===== config.mk =====
export PLATFORM = sky130hd
export DESIGN_NAME = onewire_rom_search
export DESIGN_NICKNAME = d
export VERILOG_FILES = /design/src/owrs_pkg.sv /design/src/owrs_in_stage.sv /design/src/owrs_engine.sv /design/src/owrs_out_stage.sv /design/src/onewire_rom_search.sv
export SDC_FILE = /design/constraint.sdc
export NUM_CORES = 1
export LEC_CHECK = 0
export ABC_CLOCK_PERIOD_IN_PS = 5900
export BUFFER_PORTS_ARGS = -buffer_cell sky130_fd_sc_hd__buf_4
export CORE_MARGIN = 2
export CORE_UTILIZATION = 49
export CTS_BUF_LIST = sky130_fd_sc_hd__clkbuf_8
export DETAILED_ROUTE_END_ITERATION = 8
export PLACE_DENSITY = 0.68
export SETUP_SLACK_MARGIN = 0.4
export SLEW_MARGIN = 20
export SYNTH_ARGS = -nofsm -noshare
export SYNTH_HDL_FRONTEND = slang
export SYNTH_SLANG_ARGS = --single-unit

===== constraint.sdc =====
create_clock -name i_clk -period 5.9 [get_ports i_clk]
set_clock_uncertainty 0.1 [all_clocks]
set_input_delay 0.295 -clock i_clk [delete_from_list [all_inputs] [get_ports i_clk]]
set_output_delay 0.295 -clock i_clk [all_outputs]
set_load 0.02 [all_outputs]

===== src/owrs_pkg.sv =====
`timescale 1ns / 1ps

package owrs_pkg;

    localparam int ID_BITS    = 64;
    localparam int POS_W      = 7;   // 1-based bit position, 0 means none
    localparam int IDX_W      = 6;
    localparam int IN_DATA_W  = 8;
    localparam int OUT_DATA_W = 80;
    localparam int OUT_USER_W = 3;

    localparam logic [7:0] CMD_ALARM_SEARCH  = 8'hEC;
    localparam logic [7:0] CMD_NORMAL_SEARCH = 8'hF0;

    typedef enum logic [1:0] {
        ACT_FRESH = 2'd0,
        ACT_NEXT  = 2'd1,
        ACT_BITS  = 2'd2,
        ACT_NONE  = 2'd3
    } t_action;

    typedef enum logic [2:0] {
        KIND_COMMAND  = 3'd0,
        KIND_BIT      = 3'd1,
        KIND_BIT_DONE = 3'd2,
        KIND_FINISHED = 3'd3,
        KIND_ERROR    = 3'd4
    } t_kind;

    typedef struct packed {
        t_action action;
        logic    alarm_only;
        logic    presence;
        logic    first_bit;
        logic    second_bit;
    } t_item;

    typedef struct packed {
        t_kind              kind;
        logic [7:0]         command;
        logic               direction_bit;
        logic [ID_BITS-1:0] address;
    } t_result;

endpackage


===== src/owrs_in_stage.sv =====
`timescale 1ns / 1ps

module owrs_in_stage (
    input  logic                           i_clk,
    input  logic                           i_rst_n,
    input  logic                           i_s_tvalid,
    output logic                           o_s_tready,
    input  logic [owrs_pkg::IN_DATA_W-1:0] i_s_tdata,
    input  logic [1:0]                     i_s_tuser,
    input  logic                           i_advance,
    output logic                           o_valid,
    output owrs_pkg::t_item                o_item
);
    import owrs_pkg::*;

    logic  r_valid;
    t_item r_item;

    assign o_s_tready = !r_valid || i_advance;
    assign o_valid    = r_valid;
    assign o_item     = r_item;

    always_ff @(posedge i_clk) begin
        if (!i_rst_n) begin
            r_valid <= 1'b0;
        end else if (o_s_tready) begin
            r_valid <= i_s_tvalid;
        end
        if (o_s_tready && i_s_tvalid) begin
            r_item.action     <= t_action'(i_s_tuser);
            r_item.alarm_only <= i_s_tdata[0];
            r_item.presence   <= i_s_tdata[1];
            r_item.first_bit  <= i_s_tdata[2];
            r_item.second_bit <= i_s_tdata[3];
        end
    end

endmodule


===== src/owrs_engine.sv =====
`timescale 1ns / 1ps

module owrs_engine (
    input  logic              i_clk,
    input  logic              i_rst_n,
    input  logic              i_fire,
    input  owrs_pkg::t_item   i_item,
    output logic              o_has_result,
    output owrs_pkg::t_result o_result
);
    import owrs_pkg::*;

    logic [ID_BITS-1:0] r_previous_address, n_previous_address;
    logic [ID_BITS-1:0] r_new_address,      n_new_address;
    logic [POS_W-1:0]   r_last_discrepancy, n_last_discrepancy;
    logic [POS_W-1:0]   r_last_zero_choice, n_last_zero_choice;
    logic [IDX_W-1:0]   r_bit_position,     n_bit_position;
    logic               r_search_finished,  n_search_finished;
    logic               r_pass_active,      n_pass_active;
    logic               r_alarm_mode,       n_alarm_mode;

    logic [POS_W-1:0]   pos;
    logic               dir;

    function automatic logic [ID_BITS-1:0] swap_bytes(input logic [ID_BITS-1:0] v);
        logic [ID_BITS-1:0] r;
        for (int i = 0; i < ID_BITS / 8; i++) begin
            r[(ID_BITS / 8 - 1 - i) * 8 +: 8] = v[i * 8 +: 8];
        end
        return r;
    endfunction

    assign pos = {1'b0, r_bit_position} + POS_W'(1);

    always_comb begin
        n_previous_address = r_previous_address;
        n_new_address      = r_new_address;
        n_last_discrepancy = r_last_discrepancy;
        n_last_zero_choice = r_last_zero_choice;
        n_bit_position     = r_bit_position;
        n_search_finished  = r_search_finished;
        n_pass_active      = r_pass_active;
        n_alarm_mode       = r_alarm_mode;
        o_has_result       = 1'b0;
        o_result           = '0;
        dir                = 1'b0;

        unique case (i_item.action)
            ACT_FRESH, ACT_NEXT: begin
                if (i_item.action == ACT_FRESH) begin
                    n_previous_address = '0;
                    n_last_discrepancy = '0;
                    n_search_finished  = 1'b0;
                    n_alarm_mode       = i_item.alarm_only;
                end
                o_has_result  = 1'b1;
                n_pass_active = 1'b0;
                if (n_search_finished || !i_item.presence) begin
                    o_result.kind = KIND_FINISHED;
                end else begin
                    n_pass_active      = 1'b1;
                    n_bit_position     = '0;
                    n_new_address      = '0;
                    n_last_zero_choice = '0;
                    o_result.kind      = KIND_COMMAND;
                    o_result.command   = n_alarm_mode ? CMD_ALARM_SEARCH : CMD_NORMAL_SEARCH;
                end
            end
            ACT_BITS: begin
                if (r_pass_active) begin
                    o_has_result = 1'b1;
                    if (i_item.first_bit && i_item.second_bit) begin
                        n_pass_active = 1'b0;
                        o_result.kind = KIND_ERROR;
                    end else begin
                        if (i_item.first_bit) begin
                            dir = 1'b1;
                        end else if (i_item.second_bit) begin
                            dir = 1'b0;
                        end else begin
                            // both branches present: follow last pass below the
                            // last discrepancy, take 1 at it, 0 beyond it
                            if (pos < r_last_discrepancy) begin
                                dir = r_previous_address[r_bit_position];
                            end else begin
                                dir = (pos == r_last_discrepancy);
                            end
                            if (!dir) begin
                                n_last_zero_choice = pos;
                            end
                        end
                        n_new_address[r_bit_position] = r_new_address[r_bit_position] | dir;
                        o_result.direction_bit = dir;
                        if (pos == POS_W'(ID_BITS)) begin
                            n_previous_address = n_new_address;
                            n_last_discrepancy = n_last_zero_choice;
                            n_search_finished  = (n_last_zero_choice == '0);
                            n_pass_active      = 1'b0;
                            n_bit_position     = '0;
                            o_result.kind      = KIND_BIT_DONE;
                            o_result.address   = swap_bytes(n_new_address);
                        end else begin
                            n_bit_position = r_bit_position + IDX_W'(1);
                            o_result.kind  = KIND_BIT;
                        end
                    end
                end
            end
            default: begin
                o_has_result = 1'b0;
            end
        endcase
    end

    always_ff @(posedge i_clk) begin
        if (!i_rst_n) begin
            r_previous_address <= '0;
            r_new_address      <= '0;
            r_last_discrepancy <= '0;
            r_last_zero_choice <= '0;
            r_bit_position     <= '0;
            r_search_finished  <= 1'b0;
            r_pass_active      <= 1'b0;
            r_alarm_mode       <= 1'b0;
        end else if (i_fire) begin
            r_previous_address <= n_previous_address;
            r_new_address      <= n_new_address;
            r_last_discrepancy <= n_last_discrepancy;
            r_last_zero_choice <= n_last_zero_choice;
            r_bit_position     <= n_bit_position;
            r_search_finished  <= n_search_finished;
            r_pass_active      <= n_pass_active;
            r_alarm_mode       <= n_alarm_mode;
        end
    end

endmodule


===== src/owrs_out_stage.sv =====
`timescale 1ns / 1ps

module owrs_out_stage (
    input  logic                            i_clk,
    input  logic                            i_rst_n,
    input  logic                            i_load,
    input  owrs_pkg::t_result               i_result,
    output logic                            o_advance,
    output logic                            o_m_tvalid,
    input  logic                            i_m_tready,
    output logic [owrs_pkg::OUT_DATA_W-1:0] o_m_tdata,
    output logic [owrs_pkg::OUT_USER_W-1:0] o_m_tuser
);
    import owrs_pkg::*;

    logic    r_valid;
    t_result r_result;

    // the register frees up in the same cycle the receiver takes it
    assign o_advance  = !r_valid || i_m_tready;
    assign o_m_tvalid = r_valid;
    assign o_m_tuser  = r_result.kind;
    assign o_m_tdata  = {(OUT_DATA_W - ID_BITS - 9)'(0), r_result.address,
                         r_result.direction_bit, r_result.command};

    always_ff @(posedge i_clk) begin
        if (!i_rst_n) begin
            r_valid <= 1'b0;
        end else if (o_advance) begin
            r_valid <= i_load;
        end
        if (o_advance && i_load) begin
            r_result <= i_result;
        end
    end

endmodule


===== src/onewire_rom_search.sv =====
`timescale 1ns / 1ps
// 1-Wire ROM search sequencer.
// Slave channel (i_s_*): one request per bus event. tuser carries the action
// (fresh start, next pass, bit pair); tdata carries alarm_only, presence and
// the two bits read from the bus.
// Master channel (o_m_*): at most one result per request. tuser is the result
// kind (command, write bit, write bit with address, finished/absent, bus
// error); tdata holds the command byte, the direction bit to write and, after
// bit 63, the found identifier in reversed byte order.
// A request passes through an input register, then the search logic and state
// update feeding a result register. One request per cycle is sustained while
// the receiver takes results; the limit is the update of the search state.
// Bit pairs with no open pass and the unused action code give no result.
// Synchronous reset clears the search state and empties both registers.
// When the receiver stalls, the result register holds, the input register
// fills, and then o_s_tready drops until the result is taken.
module onewire_rom_search (
    input  logic                            i_clk,
    input  logic                            i_rst_n,
    input  logic                            i_s_tvalid,
    output logic                            o_s_tready,
    // [0] alarm_only, [1] presence, [2] first_bit, [3] second_bit, [7:4] zero
    input  logic [owrs_pkg::IN_DATA_W-1:0]  i_s_tdata,
    // [1:0] action
    input  logic [1:0]                      i_s_tuser,
    output logic                            o_m_tvalid,
    input  logic                            i_m_tready,
    // [7:0] command, [8] direction_bit, [72:9] address, [79:73] zero
    output logic [owrs_pkg::OUT_DATA_W-1:0] o_m_tdata,
    // [2:0] kind
    output logic [owrs_pkg::OUT_USER_W-1:0] o_m_tuser
);
    import owrs_pkg::*;

    logic    advance;
    logic    item_valid;
    t_item   item;
    logic    has_result;
    t_result result;

    owrs_in_stage u_in (
        .i_clk      (i_clk),
        .i_rst_n    (i_rst_n),
        .i_s_tvalid (i_s_tvalid),
        .o_s_tready (o_s_tready),
        .i_s_tdata  (i_s_tdata),
        .i_s_tuser  (i_s_tuser),
        .i_advance  (advance),
        .o_valid    (item_valid),
        .o_item     (item)
    );

    owrs_engine u_engine (
        .i_clk        (i_clk),
        .i_rst_n      (i_rst_n),
        .i_fire       (item_valid && advance),
        .i_item       (item),
        .o_has_result (has_result),
        .o_result     (result)
    );

    owrs_out_stage u_out (
        .i_clk      (i_clk),
        .i_rst_n    (i_rst_n),
        .i_load     (item_valid && has_result),
        .i_result   (result),
        .o_advance  (advance),
        .o_m_tvalid (o_m_tvalid),
        .i_m_tready (i_m_tready),
        .o_m_tdata  (o_m_tdata),
        .o_m_tuser  (o_m_tuser)
    );

endmodule

# == Word level (Yosys, flattened, before mapping) ==
# Index checks and enable logic that the tools add are counted.
# word_totals
inputBits,14
output_inout_bits,85
wordCells,130
register_bits,235
# op_classes
reduce_logical,24
addsub,2
magnitude_cmp,3
n_mux,68
n_eq_ne,9
bitwise,5
# ops
op,n
64-bit 2-to-1 mux,7
64-bit one-hot mux with 2 select lines,2
7-bit 2-to-1 mux,13
64-bit bitwise mux,1
7-bit one-hot mux with 2 select lines,2
1-bit 2-to-1 mux,26
6-bit 2-to-1 mux,4
1-bit binary-select mux with 6-bit select,2
6-bit one-hot mux with 2 select lines,1
5-bit AND reduction,2
"6-bit by 1-bit adder with 7-bit output, second input constant",1
7-bit == test,1
"7-bit == test, second input constant",1
7-bit logical NOT,1
"6-bit by 7-bit < comparator with 1-bit output, second input constant",1
7-bit < comparator,1
"6-bit by 1-bit adder with 6-bit output, second input constant",1
1-bit demux with 6-bit select,1
"6-bit by 1-bit >= comparator with 1-bit output, second input constant",1
1-bit logical AND,6
3-bit 2-to-1 mux,2
"2-bit by 1-bit inequality test with 1-bit output, second input constant",3
1-bit one-hot mux with 2 select lines,3
3-bit one-hot mux with 2 select lines,1
other kinds (16),27

# == Longest topological paths before layout ==
# Gate-level depths: netlist of the first run.
# logic_depth
depth_word,19
mapped_depth,15
mapped_depth_nobuf,10

# == Modules after synthesis ==
# A second synthesis of the first run with hierarchy kept.
# unflattened
hier_cells,1092
hier_area_um2,10487.6
# by_module_without_submodules
mod,cells_per_inst,area_per_inst_um2,seq_area_each_um2,n_inst
owrs_engine,990,7841.3,3022.9,1
owrs_out_stage,89,2396.0,2302.2,1
owrs_in_stage,11,237.7,200.2,1
onewire_rom_search,2,12.5,0.0,1

# == Worst setup path after synthesis of the first run ==
# OpenSTA, ideal clock, no wires.
# synth_timing
kind,register to register
start,"register u_in.r_item, in the netlist u_in.o_item[4]"
end,"register u_out.r_result, in the netlist u_out.o_m_tdata[10], enable pin"
arrival_ps,4111
setup_time_ps,523
path_buffers,0
t_required_ps,5277
period_less_slack_ps,4734
slack_ps,1166
stages_incl_launch_ff,3
cell_sequence,edfxtp_1 -> nand2b_1 -> a21oi_1
# synth_between
elab_chain_cells,5
word_cells_on_any_way,7
cone_classes,eq/ne: 2; mux: 1; reduce/logical: 4
# synth_lines
element,line_no,text
from (decl),owrs_in_stage.sv:17,t_item r_item;
2-bit by 1-bit == test with 1-bit output / 2-bit logical NOT (equally long branches),owrs_engine.sv:48,unique case (i_item.action)
2-bit OR reduction,owrs_engine.sv:48,
1-bit one-hot mux with 2 select lines *,owrs_engine.sv:48,
1-bit logical AND *,onewire_rom_search.sv:65,".i_load (item_valid && has_result),"
1-bit logical AND *,owrs_out_stage.sv:32,if (o_advance && i_load) begin
to (signal assigned),owrs_out_stage.sv:33,r_result <= i_result;
to (decl),owrs_out_stage.sv:17,t_result r_result;
# Every way passes the cells marked *; elsewhere a longest branch is shown, timed or not.
# A chain may end at the register's enable or synchronous reset.

# == Worst setup path in the final report of the first run ==
# layout_timing
start,register u_engine.r_bit_position[0]
end,register u_engine.r_new_address[24]
# layout_between
elab_chain_cells,18
word_cells_on_any_way,28
cone_classes,add/sub: 1; order compare: 3; eq/ne: 1; mux: 21; bitwise: 1; reduce/logical: 1
# layout_lines
element,line_no,text
from (decl),owrs_engine.sv:17,"logic [IDX_W-1:0] r_bit_position, n_bit_position;"
from (signal assigned),owrs_engine.sv:130,r_bit_position <= n_bit_position;
6-bit by 1-bit adder with 7-bit output / 1-bit binary-select mux with 6-bit select (equally long branches),"owrs_engine.sv:33, owrs_engine.sv:84",
7-bit < comparator (tied with other cells),owrs_engine.sv:83,if (pos < r_last_discrepancy) begin
1-bit 2-to-1 mux,owrs_engine.sv:83,
1-bit 2-to-1 mux,owrs_engine.sv:78,end else if (i_item.second_bit) begin
1-bit 2-to-1 mux,owrs_engine.sv:76,if (i_item.first_bit) begin
1-bit 2-to-1 mux,owrs_engine.sv:72,if (i_item.first_bit && i_item.second_bit) begin
1-bit 2-to-1 mux,owrs_engine.sv:70,if (r_pass_active) begin
1-bit 2-to-1 mux,owrs_engine.sv:48,
[2 not listed],--,
1-bit 2-to-1 mux,owrs_engine.sv:72,
1-bit 2-to-1 mux,owrs_engine.sv:70,
1-bit 2-to-1 mux,owrs_engine.sv:48,
1-bit bitwise OR,owrs_engine.sv:92,n_new_address[r_bit_position] = r_new_address[r_bit_position] | dir;
64-bit bitwise mux *,owrs_engine.sv:92,
64-bit 2-to-1 mux *,owrs_engine.sv:72,
64-bit 2-to-1 mux *,owrs_engine.sv:70,
64-bit one-hot mux with 2 select lines *,owrs_engine.sv:48,
to (signal assigned),owrs_engine.sv:127,r_new_address <= n_new_address;
to (decl),owrs_engine.sv:14,"logic [ID_BITS-1:0] r_new_address, n_new_address;"
# Every way passes the cells marked *; elsewhere a longest branch is shown, timed or not. The select of a mux whose other input is x is not followed.

==> summary.md, run 1 <==
| Metric | Value |
|---|---|
| Commonest non-fill, non-tap cell in the layout | `nor2_1` |
| Async SR Flop Fraction | `0` |
| Overflow after GRT | `0` |
| Die H | `151.6 um` |
| Comb pwr share | `0.039` |
| Post-synth EDFFs | `77` |
| Clock Tree Root | `clkbuf_8` |
| Starting Density | `0.5027` |
| Slowest cell on crit path | `dfxtp_1` |
| Clock transition at path regs | `60 ps` |
| Yosys reg bits | `230` |
| Vias in the first global route | `8449` |
| Routed vias | `8983` |
| Endpoints failing setup | `0` |
| Syn Std Cell Area | `10670 um2` |
| Routed Antenna Nets | `0` |
| Top FF cell, synth | `dfxtp_1` |
| Reg power frac | `0.532` |
| Port buffer count | `85` |
| Min cycle time layout | `4605 ps` |
| Least-Margin Pin Slew | `1090 ps` |
| Via density | `6.001` |
| Max-slew violations | `0` |
| Status | `finished clean` |
| ANT cells | `0` |
| Routability congestion estimate | `0.8768` |
| Ordered cell list for the critical path | `nand3_1 -> o21ai_0 -> ha_1 -> nand2_1 -> o21ai_0 -> o22ai_1 -> o311ai_2 -> a21oi_4 -> buf_4 -> a32o_1` |
| TritonCTS clock tree | `yes` |
| Post-synth cell types | `60` |
| CP peak stage delay | `830 ps` |
| Area grow syn2layout | `13.82%` |
| Chip Width | `151.6 um` |
| DR DRC count | `0` |
| Syn Inst Count | `1151` |
| Final Cycle Share | `0.7805` |
| Max Cap Viol | `0` |
| CP arrival | `4960 ps` |
| TritonCTS Buffers | `37` |
| Post-CTS setup buffer count | `0` |
| H-tree depth | `2` |
| Final wirelength | `28020 um` |
| Pleak | `0.004222 uW` |
| Avg Inst Size Synth | `9.268 um2` |
| CP most frequent cell | `o21ai_0` |
| Post-cts gate resize count | `0` |
| P_sw | `709.0 uW` |
| Clock buffer depth | `3` |
| DR WL/cell | `18.71 um` |
| Tightest Hold Check Type | `in -> reg` |
| Final #Nets | `1218` |
| Ys Warns | `0` |
| DR pass1 iterations | `5` |
| Layout cells sized above 1 | `0.1522` |
| Initial antenna violation count | `0` |
| Setup TNS | `0 ps` |
| Crit Path Max Fanout | `64` |
| Post-synthesis sequential area ratio | `0.5039` |
| GR Util All Layers | `0.2449` |
| Ports | `99` |
| Unrepaired setup endpoints after global routing | `false` |
| Slew HR | `0.2676` |
| Worst vdd ir | `0.0001359 V` |
| Final hold slack | `84.52 ps` |
| CP endpoint kind | `flop` |
| Hold Violations, Final | `0` |
| Clk sinks | `230` |
| Crit start category | `flop` |
| Clock power frac | `0.429` |
| Pin count of the biggest net entering global routing | `80` |
| Cell Pwr Density | `255.5 nW/um2` |
| Global-route wire length before repair | `44480 um` |
| CP required | `6260 ps` |
| Most frequent cells in the layout | `nor2_1, dfxtp_1, buf_4, a21oi_1, o21ai_0` |
| Detailed Route Iter0 Violations | `893` |
| Detailed placer's ending HPWL | `17110 um` |
| R2r setup slk | `1290 ps` |
| Post-CTS Hold Fix Bufs | `9` |
| Sw Ratio | `0.2286` |
| Std-Cell Rows | `53` |
| Full die area | `22970 um2` |
| Core Footprint | `21220 um2` |
| P_int | `2393 uW` |
| # fillers | `1909` |
| Clk_lat worst skew | `530 ps` |
| Fmax | `217.1 MHz` |
| Critical path class | `reg -> reg` |
[worst max-delay path, delay by kind of cell, from the launching register on]
family	cells	cell delay, ps
AOI/OAI and AO/OA	6	2060
DFF	1	830
buffers and inverters	1	580
and+or+nand+nor	2	570
adders and majority gates	1	340
[power by group through the flow]
stage / registers (uW) / logic, uW / clock network (uW)
floorplan: 1690 / 79.6 / 0
global placement: 1680 / 114 / 0
detailed placement: 1680 / 115 / 0
CTS: 1650 / 120 / 1360
global route: 1650 / 131 / 1430
finish: 1650 / 121 / 1330
[final timing paths]
path,end,start,depth (start not counted)
worst max-delay path,u_engine.r_new_address[24],u_engine.r_bit_position[0],10
worst min-delay path,u_engine.r_new_address[11],i_rst_n,2
worst max register to register,u_engine.r_new_address[24],u_engine.r_bit_position[0],10
worst min register to register,u_engine.r_previous_address[58],u_engine.r_previous_address[58],2
[Yosys cell counts, drive strengths merged (4+ instances only)]
cell type,n,area [um2]
nor3,68,340.3
nor2,275,1032
dfxtp,153,3063
a21oi,88,444.2
nand4,6,37.54
nor2b,5,31.28
nand2b,9,56.30
a31oi,5,31.28
ha,8,100.1
nand2,30,112.6
mux2,6,67.56
a21boi,4,30.03
mux2i,26,260.3
edfxtp,77,2312
a22o,5,43.79
a32o,64,640.6
o22ai,13,81.33
inv,21,78.83
and3,4,30.03
a211o,5,43.79
or3,5,31.28
buf,35,215.2
nand3,24,120.1
clkbuf,73,274.0
mux4,18,409.2
o21ai,81,405.4
[area by class of cell]
type                    count  area [um2]  area share
flip-flops and latches    230        5378      0.4429
multi-input cells         799        4798      0.3952
repair buffers            106       830.8     0.06843
clock buffers              41       564.3     0.04648
well taps                 275       344.1     0.02834
clock inverters            24       143.9     0.01185
inverters                  22       82.58    0.006801
[per-layer routing]
metal / global-route usage / share of wire / wire length, um
met1: 0.3443 / 0.44 / 12430
met2: 0.3785 / 0.45 / 12700
met3: 0.04701 / 0.075 / 2091
met4: 0.08796 / 0.028 / 796
met5: 0 / 0 / 0
[metrics by stage]
stage                     instance area (um2)  instances  total power [uW]  setup WS (ps)    util
after global routing                    12140       1497              3215           1018  0.5722
after global placement                  11340       1423              1797           1536  0.5344
final                                   12140       1497              3102           1295  0.5722
after CTS                               12140       1497              3125           1373  0.5722
after detailed placement                11340       1423              1798           1404  0.5346
after floorplan                         10700       1159              1768           1166       -
[flip-flops by register name (all words and copies together) (netlist names), 3 cells and up]
signal                       cells
u_in.o_item                      6
u_engine.r_previous_address     64
u_out.o_m_tuser                  3
u_engine.r_last_zero_choice      7
u_engine.r_bit_position          6
u_engine.r_new_address          64
u_engine.r_last_discrepancy      7
u_out.o_m_tdata                 68
[kinds of logic (layout without fill, tap and decap cells)]
| logic type | after synthesis | count (layout) | synth area share |
|---|---|---|---|
| and+or+nand+nor | 440 | 440 | 0.1785 |
| other | 1 | 9 | 0.0003515 |
| AOI/OAI and AO/OA | 289 | 289 | 0.1827 |
| adders and majority gates | 8 | 8 | 0.009383 |
| muxes | 50 | 50 | 0.06908 |
| buffers and inverters | 130 | 193 | 0.05360 |
| DFF | 230 | 230 | 0.5039 |
| xor gates and xnor gates | 3 | 3 | 0.002464 |
(Power assumes the default switching activity.)
==> run 2, diff against run 1 <==
--- a/config.mk
+++ b/config.mk
@@ -5,7 +5,7 @@
 export SDC_FILE = /design/constraint.sdc
 export NUM_CORES = 1
 export LEC_CHECK = 0
-export ABC_CLOCK_PERIOD_IN_PS = 5900
+export ABC_CLOCK_PERIOD_IN_PS = 4500
 export BUFFER_PORTS_ARGS = -buffer_cell sky130_fd_sc_hd__buf_4
 export CORE_MARGIN = 2
 export CORE_UTILIZATION = 49
==> constraint.sdc (replaced) <==
create_clock -name i_clk -period 4.5 [get_ports i_clk]
set_clock_uncertainty 0.1 [all_clocks]
set_input_delay 0.225 -clock i_clk [delete_from_list [all_inputs] [get_ports i_clk]]
set_output_delay 0.225 -clock i_clk [all_outputs]
set_load 0.02 [all_outputs]
==> run 2 against run 1 <==
Global-route usage shrank 0.29 points. Worst setup slack lost 670 ps. Total power grew 29%. Final area grew 0.74%. Sequential cell count is the same.
==> summary.md, run 2 (synthesis results as in run 1) <==
| Metric | Value |
|---|---|
| R2r setup slk | `620 ps (-670 ps)` |
| RR Endpoint | `u_engine.r_new_address[20]` |
| Cell Area, Placed | `11410 um2 (+0.57%)` |
| CP required | `4810 ps (-1450 ps)` |
| Worst Slack Setup Final | `620.7 ps (-674.1 ps)` |
| Status | `finished clean` |
| H-tree depth | `2 (unchanged)` |
| DR WL/cell | `18.53 um (-1.0%)` |
| Crit Path Max Fanout | `35 (-45%)` |
| Via density | `6.003 (about the same)` |
| Tightest Hold Check Type | `in -> reg` |
| CP arrival | `4190 ps (-770 ps)` |
| Chip Width | `151.6 um (unchanged)` |
| Sequential cell area | `5378 um2 (unchanged)` |
| Unrepaired setup endpoints after global routing | `false` |
| Clock buffer depth | `3 (unchanged)` |
| Fmax | `257.8 MHz (+19%)` |
| Min cycle time layout | `3879 ps (-725.9 ps)` |
| Cell Pwr Density | `326.7 nW/um2 (+28%)` |
| Final wirelength | `28010 um (about the same)` |
| Clock transition at path regs | `60 ps (about the same)` |
| Detailed placer's ending HPWL | `17370 um (+1.5%)` |
| Slew HR | `0.3799 (+0.1123)` |
| ANT cells | `0 (unchanged)` |
| Layout cells sized above 1 | `0.1593 (+0.007047)` |
| Crit path launch | `u_engine.r_bit_position[1]` |
| Ports | `99 (unchanged)` |
| Post-CTS setup buffer count | `0 (unchanged)` |
| Starting Density | `0.5027 (unchanged)` |
| # fillers | `1886 (-1.2%)` |
| Port buffer count | `85 (unchanged)` |
| Final Cycle Share | `0.8621 (+0.08153)` |
| Worst vdd ir | `0.0002491 V (+83%)` |
| Hold Path Cell Cnt | `2 (unchanged)` |
| Area grow syn2layout | `14.66%` |
| Die H | `151.6 um (unchanged)` |
| TritonCTS Buffers | `39 (+5.4%)` |
| Clk_lat worst skew | `540 ps (about the same)` |
| Worst hold endpoint | `u_engine.r_new_address[44]` |
| Crit start category | `flop` |
| Pin count of the biggest net entering global routing | `85 (+6.3%)` |
| Combined area of the multi-input logic cells | `4822 um2 (+0.50%)` |
| Max-slew violations | `0 (unchanged)` |
| Core Footprint | `21220 um2 (unchanged)` |
| DR pass1 iterations | `5 (unchanged)` |
| Critical path class | `reg -> reg` |
| Global-route wire length before repair | `44120 um (-0.81%)` |
| Initial antenna violation count | `0 (unchanged)` |
| R2r startpoint | `u_engine.r_bit_position[1]` |
| GR Util All Layers | `0.2421 (-0.002883)` |
| Max FFs per register | `68 (unchanged)` |
| Overflow after GRT | `0 (unchanged)` |
| Worst r2r path cells | `11 (+1)` |
| Clk sinks | `230 (unchanged)` |
| Setup TNS | `0 ps (unchanged)` |
| Std-Cell Rows | `53 (unchanged)` |
| Vias in the first global route | `8343 (-1.3%)` |
| Routed vias | `9077 (+1.0%)` |
| Most frequent cells in the layout | `nor2_1, dfxtp_1, buf_4, a21oi_1, o21ai_0` |
| Routed Antenna Nets | `0 (unchanged)` |
| Min-delay src | `i_rst_n` |
| DR DRC count | `0 (unchanged)` |
| Commonest non-fill, non-tap cell in the layout | `nor2_1` |
| Detailed Route Iter0 Violations | `865 (-3.1%)` |
| Full die area | `22970 um2 (unchanged)` |
| Post-Layout Inst Area | `12230 um2 (+0.74%)` |
| Clock Tree Root | `clkbuf_8` |
| Hold Violations, Final | `0 (unchanged)` |
| Max Cap Viol | `0 (unchanged)` |
| TritonCTS clock tree | `yes` |
| Routability congestion estimate | `0.8533 (-2.7%)` |
| Endpoints failing setup | `0 (unchanged)` |
| Least-Margin Pin Slew | `930.1 ps (-160.1 ps)` |
| Pre-CTS setup slack | `554.6 ps (-849.5 ps)` |
| Pleak | `0.004252 uW (+0.71%)` |
| Final #Nets | `1229 (+0.90%)` |
| CP endpoint kind | `flop` |
## run 2: cell types whose count changed in the layout (fill, tap and decap cells not counted), moves of 2 or more
cell | previous run | this run
clkinv_2 | 1 | 4
bufinv_16 | 2 | 0
clkinv_1 | 2 | 11
inv_1 | 40 | 36
buf_4 | 96 | 102
## run 2: area by class of cell
type | count | area share
Clock buffer | 41 | 0.04613
Clock inverter | 30 | 0.009615
Inverter | 22 | 0.006751
Multi-Input combinational cell | 800 | 0.3942
Sequential cell | 230 | 0.4396
Tap cell | 275 | 0.02813
Timing Repair Buffer | 114 | 0.07549
## run 2: report_power, final
| part | internal, uW | switching [uW] |
|---|---|---|
| clock network | 841 | 829 |
| logic | 43.4 | 121 |
| registers | 2150 | 8.70 |
| total | 3040 | 958 |
## run 2: per-stage QoR
stage	power, uW	std cells	hold slack (ps)	util
2_1_floorplan	2317	1159	223.9	-
3_3_place_gp	2357	1430	304.2	0.5374
3_5_place_dp	2359	1430	306.3	0.5376
4_1_cts	4026	1510	111.8	0.5740
5_1_grt	4150	1512	129.3	0.5764
6_report	3996	1512	126.2	0.5764
## run 2: per-layer routing
metal | global-route usage | share of wire | vias to the layer above
li1 | - | - | 4271
met1 | 0.3458 | 0.44 | 4375
met2 | 0.3715 | 0.46 | 382
met3 | 0.04820 | 0.081 | 49
met4 | 0.07685 | 0.021 | 0
met5 | 0 | 0 | -
## run 2: repair_timing
action | 4_1_cts | 5_1_grt
gates resized for setup | 0 | 1
hold buffers | 9 | 0
endpoints found under the setup margin | 0 | 35
hold endpoints to repair | 8 | 0
## run 2: worst max-delay path by stage
stage / end / slack, ps
final: u_engine.r_new_address[20] / 620
after global placement: u_engine.r_new_address[26] / 580
after CTS: u_engine.r_new_address[20] / 540
after detailed placement: u_engine.r_new_address[33] / 550
after floorplan: u_engine.r_last_discrepancy[1] / 650
after global routing: u_engine.r_new_address[30] / 440
## run 2: critical path: stages, from the launching register on
cell	delay [ps]
dfxtp_2	540
ha_1	350
nand3_1	120
xnor2_1	310
ha_1	320
a21oi_1	160
o21ai_0	120
or4_4	550
o311ai_4	440
a21oi_4	250
buf_12	270
a32o_1	230
==> run 3, diff against run 2 <==
--- a/config.mk
+++ b/config.mk
@@ -7,11 +7,13 @@
 export LEC_CHECK = 0
 export ABC_CLOCK_PERIOD_IN_PS = 4500
 export BUFFER_PORTS_ARGS = -buffer_cell sky130_fd_sc_hd__buf_4
+export CELL_PAD_IN_SITES_DETAIL_PLACEMENT = 0
+export CELL_PAD_IN_SITES_GLOBAL_PLACEMENT = 1
 export CORE_MARGIN = 2
-export CORE_UTILIZATION = 49
+export CORE_UTILIZATION = 48
 export CTS_BUF_LIST = sky130_fd_sc_hd__clkbuf_8
 export DETAILED_ROUTE_END_ITERATION = 8
-export PLACE_DENSITY = 0.68
+export PLACE_DENSITY_LB_ADDON = 0.1
 export SETUP_SLACK_MARGIN = 0.4
 export SLEW_MARGIN = 20
 export SYNTH_ARGS = -nofsm -noshare
==> run 3 against run 2 <==
Hold slack got worse by 18 ps. Register-to-register slack improved by 80 ps. Sequential cell count unchanged. Combinational power about the same. Via count decreased by 2.0%. Fmax increased by 2.0%. Total power increased by 0.65%. Critical path type unchanged. Largest power group unchanged.
==> summary.md, run 3 (synthesis results as in run 1) <==
| Metric | Value |
|---|---|
| Clock buffer depth | `3 (unchanged)` |
| Total power | `4022 uW (+0.65%)` |
| Starting Density | `0.4888 (-0.01389)` |
| Port buffer count | `85 (unchanged)` |
| Crit start category | `flop` |
| Via density | `5.860 (-2.4%)` |
| Max-slew violations | `0 (unchanged)` |
| Final wirelength | `28750 um (+2.6%)` |
| Routability congestion estimate | `0.8278 (-3.0%)` |
| Max FFs per register | `68 (unchanged)` |
| Pleak | `0.004283 uW (+0.73%)` |
| Tightest Hold Check Type | `in -> reg` |
| Chip Width | `153.1 um (+1.0%)` |
| Setup TNS | `0 ps (unchanged)` |
| Placed cells | `1440 (+0.70%)` |
| TritonCTS clock tree | `yes` |
| Detailed Route Iter0 Violations | `746 (-14%)` |
| Vias in the first global route | `8295 (-0.58%)` |
| Min cycle time layout | `3802 ps (-77.64 ps)` |
| Post-Layout Inst Area | `12240 um2 (about the same)` |
| Met3 Wirelength | `1632 um (-28%)` |
| M1 WL | `13590 um (+11%)` |
| DR WL/cell | `18.94 um (+2.2%)` |
| CP arrival | `4110 ps (-80 ps)` |
| DR DRC count | `0 (unchanged)` |
| Slowest cell on crit path | `or4_4` |
| Status | `finished clean` |
| GR Util All Layers | `0.2395 (-0.002573)` |
| Met2 wire len | `13090 um (+1.3%)` |
| H-tree depth | `2 (unchanged)` |
| Std-Cell Rows | `54 (+1.9%)` |
| TritonCTS Buffers | `40 (+2.6%)` |
| Final Cycle Share | `0.8448 (-0.01725)` |
| Cell Pwr Density | `328.5 nW/um2 (+0.57%)` |
| Pin count of the biggest net entering global routing | `74 (-13%)` |
| Max Used Layer | `met4` |
| ANT cells | `0 (unchanged)` |
| Clk_lat worst skew | `530 ps (about the same)` |
| Cell Area, Placed | `11450 um2 (+0.35%)` |
| Ordered cell list for the critical path | `buf_4 -> and3_1 -> xnor2_1 -> inv_1 -> ha_1 -> nand4_1 -> a21oi_1 -> or4_4 -> o311ai_4 -> a21oi_4 -> buf_12 -> a32o_1` |
| Endpoints failing setup | `0 (unchanged)` |
| Final #Nets | `1233 (+0.33%)` |
| Layout cells sized above 1 | `0.1616 (+0.002295)` |
| Clock Tree Root | `clkbuf_8` |
| Crit Path Max Fanout | `36 (+2.9%)` |
| Ports | `99 (unchanged)` |
| Fmax | `263.0 MHz (+2.0%)` |
| Routed vias | `8896 (-2.0%)` |
| Critical path class | `reg -> reg` |
| Clock transition at path regs | `60 ps (about the same)` |
| Global-route wire length before repair | `45570 um (+3.3%)` |
| Routed Antenna Nets | `0 (unchanged)` |
| Worst vdd ir | `0.0002395 V (-3.8%)` |
| Hold Violations, Final | `0 (unchanged)` |
| CP endpoint kind | `flop` |
| Slew HR | `0.3133 (-0.06666)` |
| Full die area | `23430 um2 (+2.0%)` |
| Commonest non-fill, non-tap cell in the layout | `nor2_1` |
| Clk sinks | `230 (unchanged)` |
| DR pass1 iterations | `5 (unchanged)` |
| Most frequent cells in the layout | `nor2_1, dfxtp_1, buf_4, a21oi_1, o21ai_0` |
| CP peak stage delay | `560 ps (about the same)` |
| # fillers | `2017 (+6.9%)` |
| Final non-filler cell total | `1518 (+0.40%)` |
| Core Footprint | `21820 um2 (+2.8%)` |
| Unrepaired setup endpoints after global routing | `false` |
| Area grow syn2layout | `14.75% (about the same)` |
| Detailed placer's ending HPWL | `18120 um (+4.3%)` |
| Least-Margin Pin Slew | `1028 ps (+97.70 ps)` |
| Die H | `153.1 um (+1.0%)` |
| Initial antenna violation count | `0 (unchanged)` |
| Overflow after GRT | `0 (unchanged)` |
| R2r setup slk | `700 ps (+80 ps)` |
| Post-CTS setup buffer count | `0 (unchanged)` |
| Max Cap Viol | `0 (unchanged)` |
| CP required | `4810 ps (about the same)` |
## run 3: cell type report
cell class                 instances  area, um2  area share
clock inverter                    26      100.1    0.008177
sequential                       230       5379      0.4394
clock buffer                      43      591.8     0.04834
timing repair buffer             118      933.4     0.07625
tap                              280      350.3     0.02862
multi-input combinational        799       4805      0.3925
inverter                          22      82.58    0.006746
## run 3: where the power goes
part | switching (uW) | internal (uW)
clock network | 824 | 872
registers | 8.45 | 2150
logic | 122 | 41.3
total | 955 | 3070
## run 3: timing repair
action,in CTS,in global routing
hold buffers,9,0
gates resized for setup,0,2
hold endpoints to repair,8,0
endpoints found under the setup margin,0,36
## run 3: final timing paths
kind / to / from / cells past startpoint
worst min register to register: u_engine.r_previous_address[10] / u_engine.r_previous_address[10] / 2
worst max-delay path: u_engine.r_new_address[26] / u_engine.r_bit_position[0] / 12
worst max register to register: u_engine.r_new_address[26] / u_engine.r_bit_position[0] / 12
worst min-delay path: u_engine.r_pass_active / i_rst_n / 3
## run 3: routing by layer
metal  up-vias  global-route usage
met4         0             0.05952
met5         -                   0
met1      4307              0.3520
li1       4281                   -
met2       268              0.3710
met3        40             0.03799
## run 3: through the flow
step                      setup slack (ps)  hold slack, ps    util
final                                698.4           108.6  0.5609
after CTS                            618.8           70.79  0.5604
after floorplan                      646.0           223.9       -
after global placement               683.8           304.2  0.5246
after global routing                 529.1           118.4  0.5609
after detailed placement             629.0           304.6  0.5246
## run 3: critical path: cells and delay by family, from the launching register on
| family | cells | cell delay, ps |
|---|---|---|
| fa+ha+maj | 1 | 280 |
| buf+inv | 3 | 740 |
| compound gates | 4 | 960 |
| flops | 1 | 380 |
| simple gates | 3 | 960 |
| xor+xnor | 1 | 210 |
